`config.mk`:
```
export PLATFORM = sky130hd
export DESIGN_NAME = step_cadence_estimator_core
export DESIGN_NICKNAME = d
export VERILOG_FILES = /design/src/sv/sce_pkg.sv /design/src/sv/sce_sqsum.sv /design/src/sv/sce_div.sv /design/src/sv/step_cadence_estimator_core.sv
export SDC_FILE = /design/constraint.sdc
export NUM_CORES = 2
export LEC_CHECK = 0
export ABC_AREA = 1
export BUFFER_PORTS_ARGS = -buffer_cell sky130_fd_sc_hd__buf_2
export CAP_MARGIN = 20
export CORE_MARGIN = 5
export CORE_UTILIZATION = 30
export CTS_CLUSTER_DIAMETER = 40
export DETAILED_ROUTE_END_ITERATION = 12
export GPL_TIMING_DRIVEN = 0
export PLACE_DENSITY_LB_ADDON = 0.3
export SETUP_SLACK_MARGIN = 0.1
export SLEW_MARGIN = 5
export SYNTH_ARGS = -nofsm -noshare
export SYNTH_HDL_FRONTEND = slang
export SYNTH_SLANG_ARGS = --single-unit
```
`constraint.sdc`:
```
create_clock -name clock -period 9.65 [get_ports clock]
set_clock_uncertainty 0.2 [all_clocks]
set_input_delay 0.965 -clock clock [delete_from_list [all_inputs] [get_ports clock]]
set_output_delay 0.965 -clock clock [all_outputs]
set_load 0.005 [all_outputs]
```
`src/sv/sce_pkg.sv`:
```
package sce_pkg;

   // Configuration register indexes.
   typedef enum logic [1:0] {
      REG_STEP_THRESHOLD   = 2'd0,
      REG_MAX_CADENCE      = 2'd1,
      REG_MIN_CADENCE      = 2'd2,
      REG_SMOOTHING_WEIGHT = 2'd3
   } csr_index_type;

   typedef enum logic [3:0] {
      ST_IDLE,
      ST_SQUARE,
      ST_THRESHOLD,
      ST_MAX_LIMIT,
      ST_MIN_LIMIT,
      ST_DIVIDE,
      ST_SMOOTH_MUL,
      ST_SMOOTH_SUM,
      ST_FINISH
   } state_type;

   typedef struct packed {
      logic busy;
      logic done;
   } unit_status_type;

   localparam logic [31:0] STEP_THRESHOLD_RESET = 32'd67108864;
   localparam logic [7:0]  MAX_CADENCE_RESET    = 8'd230;
   localparam logic [7:0]  MIN_CADENCE_RESET    = 8'd20;
   localparam logic [8:0]  SMOOTH_WEIGHT_RESET  = 9'd23;
   localparam logic [8:0]  WEIGHT_FULL          = 9'd256;
   localparam logic [25:0] ROUND_HALF           = 26'd128;
   localparam logic [15:0] CADENCE_SAT          = 16'hFFFF;

   localparam int unsigned CADENCE_NUMERATOR = 60000;
   localparam int unsigned AVERAGE_RESET_INT = 110;
   localparam int unsigned NUMERATOR_WIDTH   = 16;

   // An accepted step has an interval of at least 236 ms (60000 / 255), so
   // the top seven quotient bits of the cadence division are always zero.
   localparam int unsigned DIV_SKIP_BITS = 7;

endpackage

```
`src/sv/sce_sqsum.sv`:
```
module sce_sqsum (
   input  logic                     clock,
   input  logic                     reset,
   input  logic                     start,
   input  logic signed [15:0]       ax,
   input  logic signed [15:0]       ay,
   input  logic signed [15:0]       az,
   output sce_pkg::unit_status_type status,
   output logic [31:0]              mag
);

   logic [1:0]  axis_ff, axis_in;
   logic        busy_ff, busy_in;
   logic        done_ff, done_in;
   logic [31:0] acc_ff, acc_in;
   logic signed [15:0] sel;
   logic [15:0] abs_val;
   logic [31:0] square;

   always_comb begin
      unique case (axis_ff)
         2'd0:    sel = ax;
         2'd1:    sel = ay;
         default: sel = az;
      endcase
      // Negating the most negative count wraps to 0x8000, which is 32768 unsigned.
      abs_val = sel[15] ? 16'(-sel) : 16'(sel);
      square  = 32'(abs_val) * 32'(abs_val);

      axis_in = axis_ff;
      busy_in = busy_ff;
      done_in = 1'b0;
      acc_in  = acc_ff;
      if (start) begin
         axis_in = 2'd0;
         busy_in = 1'b1;
         acc_in  = '0;
      end else if (busy_ff) begin
         acc_in  = acc_ff + square;
         axis_in = axis_ff + 2'd1;
         if (axis_ff == 2'd2) begin
            busy_in = 1'b0;
            done_in = 1'b1;
         end
      end
   end

   always_ff @(posedge clock) begin
      if (reset) begin
         axis_ff <= '0;
         busy_ff <= 1'b0;
         done_ff <= 1'b0;
      end else begin
         axis_ff <= axis_in;
         busy_ff <= busy_in;
         done_ff <= done_in;
      end
      acc_ff <= acc_in;
   end

   assign status.busy = busy_ff;
   assign status.done = done_ff;
   assign mag         = acc_ff;

endmodule

```
`src/sv/sce_div.sv`:
```
module sce_div #(
   parameter int unsigned DIV_W    = 24,
   parameter int unsigned SKIP     = 7,
   parameter logic [DIV_W-1:0] DIVIDEND = '0
) (
   input  logic                     clock,
   input  logic                     reset,
   input  logic                     start,
   input  logic [31:0]              divisor,
   output sce_pkg::unit_status_type status,
   output logic [DIV_W-SKIP-1:0]    quotient
);

   localparam int unsigned ITER  = DIV_W - SKIP;
   localparam int unsigned CNT_W = $clog2(ITER + 1);

   logic [31:0]       rem_ff, rem_in;
   logic [DIV_W-1:0]  dvd_ff, dvd_in;
   logic [ITER-1:0]   quo_ff, quo_in;
   logic [CNT_W-1:0]  cnt_ff, cnt_in;
   logic              done_ff, done_in;
   logic [32:0]       trial;

   always_comb begin
      // One quotient bit per cycle: shift the next dividend bit into the
      // partial remainder and subtract the divisor where it fits.
      trial  = {rem_ff, dvd_ff[DIV_W-1]} - {1'b0, divisor};
      rem_in = rem_ff;
      dvd_in = dvd_ff;
      quo_in = quo_ff;
      cnt_in = cnt_ff;
      done_in = 1'b0;
      if (start) begin
         rem_in = 32'(DIVIDEND[DIV_W-1 -: SKIP]);
         dvd_in = DIVIDEND << SKIP;
         quo_in = '0;
         cnt_in = CNT_W'(ITER);
      end else if (cnt_ff != '0) begin
         if (!trial[32]) begin
            rem_in = trial[31:0];
         end else begin
            rem_in = {rem_ff[30:0], dvd_ff[DIV_W-1]};
         end
         quo_in = {quo_ff[ITER-2:0], ~trial[32]};
         dvd_in = dvd_ff << 1;
         cnt_in = cnt_ff - CNT_W'(1);
         done_in = (cnt_ff == CNT_W'(1));
      end
   end

   always_ff @(posedge clock) begin
      if (reset) begin
         cnt_ff  <= '0;
         done_ff <= 1'b0;
      end else begin
         cnt_ff  <= cnt_in;
         done_ff <= done_in;
      end
      rem_ff <= rem_in;
      dvd_ff <= dvd_in;
      quo_ff <= quo_in;
   end

   assign status.busy = (cnt_ff != '0);
   assign status.done = done_ff;
   assign quotient    = quo_ff;

endmodule

```
`src/sv/step_cadence_estimator_core.sv`:
```
// Channel    Direction  Handshake               Payload
// req_       in         req_valid / req_ready   sensor_id, batch_start, accel_x/y/z, time_ms
// rsp_       out        rsp_valid / rsp_ready   step_accepted, average_updated, step_cadence,
//                                               smoothed_cadence, active_sensor
// csr_       in         csr_we                  csr_index, csr_wdata
//
// One item at a time. An ignored sample goes straight to hand-off; one below threshold
// stops after squaring. An accepted step also runs the limits, 9 + CADENCE_FRAC_BITS
// quotient bits from the bit-serial divider, smoothing and hand-off. Squaring uses one
// 16x16 multiplier for the three axes in turn.
// A result waits in the output register while the next item is accepted.
// reset is synchronous and active high; it restores configuration and block state.
module step_cadence_estimator_core #(
   parameter int unsigned CADENCE_FRAC_BITS = 8
) (
   input  logic               clock,
   input  logic               reset,
   input  logic               req_valid,
   output logic               req_ready,
   input  logic               req_sensor_id,
   input  logic               req_batch_start,
   input  logic signed [15:0] req_accel_x,
   input  logic signed [15:0] req_accel_y,
   input  logic signed [15:0] req_accel_z,
   input  logic [31:0]        req_time_ms,
   output logic               rsp_valid,
   input  logic               rsp_ready,
   output logic               rsp_step_accepted,
   output logic               rsp_average_updated,
   output logic [15:0]        rsp_step_cadence,
   output logic [15:0]        rsp_smoothed_cadence,
   output logic               rsp_active_sensor,
   input  logic               csr_we,
   input  logic [1:0]         csr_index,
   input  logic [31:0]        csr_wdata
);

   localparam int unsigned DIV_W  = sce_pkg::NUMERATOR_WIDTH + CADENCE_FRAC_BITS;
   localparam int unsigned QUO_W  = DIV_W - sce_pkg::DIV_SKIP_BITS;
   localparam logic [DIV_W-1:0] DIVIDEND =
      DIV_W'(sce_pkg::CADENCE_NUMERATOR) << CADENCE_FRAC_BITS;
   localparam logic [15:0] AVERAGE_RESET =
      16'(sce_pkg::AVERAGE_RESET_INT << CADENCE_FRAC_BITS);
   localparam logic [39:0] NUMERATOR_40 = 40'(sce_pkg::CADENCE_NUMERATOR);

   sce_pkg::state_type state_ff, state_in;

   // Configuration.
   logic [31:0] threshold_ff;
   logic [7:0]  max_cad_ff;
   logic [7:0]  min_cad_ff;
   logic [8:0]  weight_ff;

   // Block state.
   logic [31:0] last_time_ff;
   logic [15:0] average_ff;
   logic        sensor_ff;
   logic        closed_ff;

   // Item in flight.
   logic signed [15:0] ax_ff, ay_ff, az_ff;
   logic [31:0] time_ff;
   logic [31:0] interval_ff;
   logic        accepted_ff;
   logic        updated_ff;
   logic        smooth_ok_ff;
   logic [15:0] cad_ff;
   logic [24:0] prod_ff;

   // Output register.
   logic        rsp_valid_ff;
   logic        rsp_accepted_ff;
   logic        rsp_updated_ff;
   logic [15:0] rsp_cad_ff;
   logic [15:0] rsp_avg_ff;
   logic        rsp_sensor_ff;

   logic        sq_start;
   logic        div_start;
   logic        req_take;
   logic        closed_now;
   logic        eligible;
   logic        out_free;
   logic        reject;
   logic [39:0] max_prod;
   logic [39:0] min_prod;
   logic [8:0]  weight_sat;
   logic [25:0] smooth_sum;
   logic [17:0] smooth_avg;
   logic [31:0] quo_wide;
   logic [15:0] cad_sat;

   sce_pkg::unit_status_type sq_status;
   sce_pkg::unit_status_type div_status;
   logic [31:0]      mag;
   logic [QUO_W-1:0] quotient;

   sce_sqsum u_sqsum (
      .clock  (clock),
      .reset  (reset),
      .start  (sq_start),
      .ax     (ax_ff),
      .ay     (ay_ff),
      .az     (az_ff),
      .status (sq_status),
      .mag    (mag)
   );

   sce_div #(
      .DIV_W    (DIV_W),
      .SKIP     (sce_pkg::DIV_SKIP_BITS),
      .DIVIDEND (DIVIDEND)
   ) u_div (
      .clock    (clock),
      .reset    (reset),
      .start    (div_start),
      .divisor  (interval_ff),
      .status   (div_status),
      .quotient (quotient)
   );

   always_comb begin
      req_take   = req_valid && req_ready;
      closed_now = req_batch_start ? 1'b0 : closed_ff;
      eligible   = (req_sensor_id == sensor_ff) && !closed_now;
      out_free   = !rsp_valid_ff || rsp_ready;
      max_prod   = 40'(max_cad_ff) * 40'(interval_ff);
      min_prod   = 40'(min_cad_ff) * 40'(interval_ff);
      reject     = (interval_ff == '0) || (NUMERATOR_40 > max_prod);
      weight_sat = (weight_ff > sce_pkg::WEIGHT_FULL) ? sce_pkg::WEIGHT_FULL : weight_ff;
      smooth_sum = 26'(prod_ff)
                 + 26'(sce_pkg::WEIGHT_FULL - weight_sat) * 26'(average_ff)
                 + sce_pkg::ROUND_HALF;
      smooth_avg = smooth_sum[25:8];
      quo_wide   = 32'(quotient);
      cad_sat    = (quo_wide > 32'(sce_pkg::CADENCE_SAT)) ? sce_pkg::CADENCE_SAT
                                                         : quo_wide[15:0];
   end

   always_comb begin
      state_in  = state_ff;
      req_ready = 1'b0;
      sq_start  = 1'b0;
      div_start = 1'b0;
      unique case (state_ff)
         sce_pkg::ST_IDLE: begin
            req_ready = 1'b1;
            if (req_valid) begin
               if (eligible) begin
                  sq_start = 1'b1;
                  state_in = sce_pkg::ST_SQUARE;
               end else begin
                  state_in = sce_pkg::ST_FINISH;
               end
            end
         end
         sce_pkg::ST_SQUARE: begin
            if (sq_status.done) begin
               state_in = sce_pkg::ST_THRESHOLD;
            end
         end
         sce_pkg::ST_THRESHOLD: begin
            state_in = (mag > threshold_ff) ? sce_pkg::ST_MAX_LIMIT : sce_pkg::ST_FINISH;
         end
         sce_pkg::ST_MAX_LIMIT: begin
            state_in = reject ? sce_pkg::ST_FINISH : sce_pkg::ST_MIN_LIMIT;
         end
         sce_pkg::ST_MIN_LIMIT: begin
            div_start = 1'b1;
            state_in  = sce_pkg::ST_DIVIDE;
         end
         sce_pkg::ST_DIVIDE: begin
            if (div_status.done) begin
               state_in = smooth_ok_ff ? sce_pkg::ST_SMOOTH_MUL : sce_pkg::ST_FINISH;
            end
         end
         sce_pkg::ST_SMOOTH_MUL: begin
            state_in = sce_pkg::ST_SMOOTH_SUM;
         end
         sce_pkg::ST_SMOOTH_SUM: begin
            state_in = sce_pkg::ST_FINISH;
         end
         sce_pkg::ST_FINISH: begin
            if (out_free) begin
               state_in = sce_pkg::ST_IDLE;
            end
         end
         default: begin
            state_in = sce_pkg::ST_IDLE;
         end
      endcase
   end

   always_ff @(posedge clock) begin
      if (reset) begin
         state_ff <= sce_pkg::ST_IDLE;
      end else begin
         state_ff <= state_in;
      end
   end

   // Configuration writes.
   always_ff @(posedge clock) begin
      if (reset) begin
         threshold_ff <= sce_pkg::STEP_THRESHOLD_RESET;
         max_cad_ff   <= sce_pkg::MAX_CADENCE_RESET;
         min_cad_ff   <= sce_pkg::MIN_CADENCE_RESET;
         weight_ff    <= sce_pkg::SMOOTH_WEIGHT_RESET;
      end else if (csr_we) begin
         unique case (sce_pkg::csr_index_type'(csr_index))
            sce_pkg::REG_STEP_THRESHOLD:   threshold_ff <= csr_wdata;
            sce_pkg::REG_MAX_CADENCE:      max_cad_ff   <= csr_wdata[7:0];
            sce_pkg::REG_MIN_CADENCE:      min_cad_ff   <= csr_wdata[7:0];
            sce_pkg::REG_SMOOTHING_WEIGHT: weight_ff    <= csr_wdata[8:0];
            default: ;
         endcase
      end
   end

   // Block state and per-item registers.
   always_ff @(posedge clock) begin
      if (reset) begin
         last_time_ff <= '0;
         average_ff   <= AVERAGE_RESET;
         sensor_ff    <= 1'b1;
         closed_ff    <= 1'b0;
         accepted_ff  <= 1'b0;
         updated_ff   <= 1'b0;
         smooth_ok_ff <= 1'b0;
      end else begin
         if (req_take) begin
            closed_ff   <= closed_now;
            accepted_ff <= 1'b0;
            updated_ff  <= 1'b0;
         end
         if (state_ff == sce_pkg::ST_THRESHOLD && mag > threshold_ff) begin
            // The first crossing closes the batch whether or not the step is kept.
            closed_ff <= 1'b1;
         end
         if (state_ff == sce_pkg::ST_MIN_LIMIT) begin
            accepted_ff  <= 1'b1;
            last_time_ff <= time_ff;
            sensor_ff    <= ~sensor_ff;
            smooth_ok_ff <= !(NUMERATOR_40 < min_prod);
         end
         if (state_ff == sce_pkg::ST_SMOOTH_SUM) begin
            average_ff <= (smooth_avg > 18'(sce_pkg::CADENCE_SAT)) ? sce_pkg::CADENCE_SAT
                                                                  : smooth_avg[15:0];
            updated_ff <= 1'b1;
         end
      end
   end

   always_ff @(posedge clock) begin
      if (req_take) begin
         ax_ff   <= req_accel_x;
         ay_ff   <= req_accel_y;
         az_ff   <= req_accel_z;
         time_ff <= req_time_ms;
         cad_ff  <= '0;
      end
      if (state_ff == sce_pkg::ST_THRESHOLD) begin
         interval_ff <= time_ff - last_time_ff;
      end
      if (state_ff == sce_pkg::ST_DIVIDE && div_status.done) begin
         cad_ff <= cad_sat;
      end
      if (state_ff == sce_pkg::ST_SMOOTH_MUL) begin
         prod_ff <= 25'(weight_sat) * 25'(cad_ff);
      end
   end

   // Output register.
   always_ff @(posedge clock) begin
      if (reset) begin
         rsp_valid_ff <= 1'b0;
      end else if (state_ff == sce_pkg::ST_FINISH && out_free) begin
         rsp_valid_ff <= 1'b1;
      end else if (rsp_ready) begin
         rsp_valid_ff <= 1'b0;
      end
      if (state_ff == sce_pkg::ST_FINISH && out_free) begin
         rsp_accepted_ff <= accepted_ff;
         rsp_updated_ff  <= updated_ff;
         rsp_cad_ff      <= cad_ff;
         rsp_avg_ff      <= average_ff;
         rsp_sensor_ff   <= sensor_ff;
      end
   end

   assign rsp_valid            = rsp_valid_ff;
   assign rsp_step_accepted    = rsp_accepted_ff;
   assign rsp_average_updated  = rsp_updated_ff;
   assign rsp_step_cadence     = rsp_cad_ff;
   assign rsp_smoothed_cadence = rsp_avg_ff;
   assign rsp_active_sensor    = rsp_sensor_ff;

endmodule
```
==> results by group <==
Status
  • Status: completed

Global routing
  • Initial antenna violation count: 20
  • Sum of overflow across all layers after global routing: 0
  • Global-route wire length before repair: about 260000 um
  • GRT Total Usage: 0.170
  • Vias in the first global route: 46318
  • Maximum number of pins on one net before global-route repair: 34

Floorplanning
  • Total core area: between 150000 and 200000 um^2
  • Number of core rows: 156
  • Floorplan die width: about 440 um
  • Die Height: around 440 um
  • Boundary pin count: around 160
  • Initial Util: 0.302
  • Total Die Area: 191000 um^2

Finish
  • Layout cells sized above 1: 0.0565
  • Final Net Count: 8732
  • Commonest cells after routing, fill and taps aside: inv_1 (1797), nand2_1 (1612), fa_1 (791)
  • Utilization after layout: 0.340
  • Most frequent standard cell in the layout excluding fill and tap cells: inv_1
  • Area growth syn-to-layout: 12.3%

Worst hold path
  • Worst Hold Class: reg -> reg

Clock tree
  • TritonCTS sink count: 398
  • Clock Path Buffers: 3
  • Clock-pin transition on the worst setup and hold timing paths: about 50 ps
  • Clock network latency to the later pin of the worst-skew pair: ~670 ps
  • TritonCTS clock tree: built
  • Count of buffers added by post-CTS timing repair for setup: 0
  • Clock Root Buffer: clkbuf_16
  • H-tree levels: 3
  • Number of buffers inserted by hold repair at cts: 0
  • TritonCTS Buffers: between 70 and 80

Setup path
  • Category of the worst setup path capture point: flip-flop
  • Required time of the critical path: 9980 ps
  • Crit Path Class: reg -> reg
  • Crit path largest cell delay: 580 ps
  • Standard cell with the maximum stage delay on the critical path: clkbuf_1
  • Endpoint arrival time on the critical path: approximately 9400 ps
  • CP Max Fanout: 10
  • Number of buffers and inverters on the critical path: 9
  • Type of origin of the critical path: flip-flop
  • Cell family contributing the most delay on the critical path: adder cells

Synth
  • Share of flip-flops with an asynchronous set or reset: 0
  • Proportion of netlist area held by the largest area contributor: 0.289
  • Top cells by area in the synthesized netlist: fa_1 (29%), inv_1 (12%), nand2_1 (11%), edfxtp_1 (10%), ha_1 (9.9%)
  • Average instance area after synthesis: between 7 and 8 um^2
  • EDFF count, synth: roughly 190
  • Sequential fraction of the synthesis area: 0.180
  • Most used flip-flop cell after synthesis: dfxtp_1
  • Number of warnings reported in the yosys synthesis log: 0
  • Number of instances in the synthesized netlist: between 7000 and 8000
  • Largest area contributor in the synthesized netlist: fa_1
  • Synth unique cells: 62
  • Area of the mapped netlist: 54800 um^2
  • Number of storage elements in the synthesis netlist: 398

Route
  • Total iterations of the first detailed-routing run: 6
  • WL/cell: 16.6 um
  • Overall routed net length: between 150000 and 200000 um
  • Number of design-rule violations left by the first detailed-router iteration: approximately 2900
  • Remaining DRCs: 0
  • Number of vias per cell: around 4.6
  • Detailed-route via count: around 45000
  • Number of antenna-violating nets in the routed design: 0

Timing
  • Total negative slack: 0 ps
  • Slew at the pin closest to its max-slew limit: ~1200 ps
  • Number of failing setup endpoints in the final timing report: 0
  • Crit share post-route: 0.937
  • Final-report hold violation count: 0
  • Post-layout min period: roughly 9000 ps
  • Unrepaired setup endpoints after global routing: no
  • Slew HR: 0.188
  • Peak clock frequency supported by timing: ~110 MHz
  • Number of slew-limit violations in the final report: 0

Place
  • Number of buffers inserted by port buffering: between 150 and 200
  • Post-DP HPWL: ~140000 um
  • Final estimated routing congestion in global placement: around 0.9

Flow run
  • Reported max-cap violation count: 0
-- final cells by class --
type	count	area, um^2
Inverter	1813	6810
Clock inverter	53	603
Antenna cell	9	22.5
Buffer	244	1040
Fill cell	19379	120000
Multi-Input combinational cell	4680	37300
Timing Repair Buffer	175	1010
Tap cell	2370	2970
Sequential cell	398	9850
Clock buffer	86	1940
-- through the flow --
step	setup WS, ps	instance area (um^2)	hold WS [ps]	instances
finish	606	61500	229	9828
detailed placement	-284	58900	220	9679
global placement	-285	58600	216	9662
CTS	199	61400	217	9818
floorplan	1760	54900	206	7136
global route	92.7	61500	234	9819
-- metal layers --
layer,track usage,part of all wire,up-vias
li1,-,-,21959
met1,0.231,0.46,21998
met2,0.285,0.47,1099
met3,0.0275,0.055,193
met4,0.0396,0.022,18
met5,0,0.00080,-
-- synth_stat cells, drive strengths merged, types with 2 or more instances --
library cell,instances
o21a,12
a22o,16
nor4,26
xnor2,58
dfxtp,210
a221oi,3
nand2,1622
a21boi,11
or2,7
o21bai,30
edfxtp,188
buf,76
o221ai,3
nand3,220
fa,791
inv,1810
xor2,98
and3,2
o31ai,3
nand4,48
nand2b,2
a211oi,7
nor2,490
clkbuf,169
ha,433
o21ai,289
clkinv,3
a31oi,16
o211ai,22
nand3b,9
a21o,15
nor3,50
nor3b,2
conb,2
a21oi,360
-- registers in the layout, indices dropped and copies added (netlist names), 2 cells and up --
signal,cells
average_ff,16
ax_ff,16
ay_ff,16
az_ff,16
cad_ff,16
interval_ff,32
last_time_ff,32
max_cad_ff,8
min_cad_ff,8
prod_ff,25
rsp_smoothed_cadence,16
rsp_step_cadence,16
state_ff,4
threshold_ff,32
time_ff,32
u_div.cnt_ff,5
u_div.dvd_ff,4
u_div.quotient,17
u_div.rem_ff,32
u_sqsum.axis_ff,2
u_sqsum.mag,32
weight_ff,9
-- kinds of logic (layout without fill, tap and decap cells) --
logic type	count (synthesis)	count (layout)	share of synthesized area
DFF	398	398	0.180
adders and majority gates	1224	1224	0.388
AOI/OAI and AO/OA	792	792	0.0802
and+or+nand+nor	2479	2479	0.183
buffers and inverters	2058	2371	0.143
other	2	38	0.000137
xor gates and xnor gates	156	156	0.0256
-- worst register-to-register path: cells and delay by family (launching register included) --
family	cells	cell delay (ps)
compound gates	7	2070
xor+xnor	1	220
fa+ha+maj	6	2990
buf+inv	9	1740
flops	1	380
simple gates	9	1330
-- final timing paths --
path         depth (start not counted)                                end  slack, ps                        from
max                                 32         average_ff[1]$_SDFFE_PP0P_        610   weight_ff[0]$_SDFFE_PP1P_
min                                  0  rsp_smoothed_cadence[2]$_DFFE_PP_        230  average_ff[2]$_SDFFE_PP0P_
max reg2reg                         32         average_ff[1]$_SDFFE_PP0P_        610   weight_ff[0]$_SDFFE_PP1P_
min reg2reg                          0  rsp_smoothed_cadence[2]$_DFFE_PP_        230  average_ff[2]$_SDFFE_PP0P_
-- timing repair --
action,in CTS,in global routing
pin swaps,0,0
resized for setup,2,16
hold endpoints to repair,0,0
setup endpoints to repair,13,27
gates cloned,0,0
Power is not shown: default switching activity piles up to over one toggle a cycle in this logic, so the estimate is an artifact.
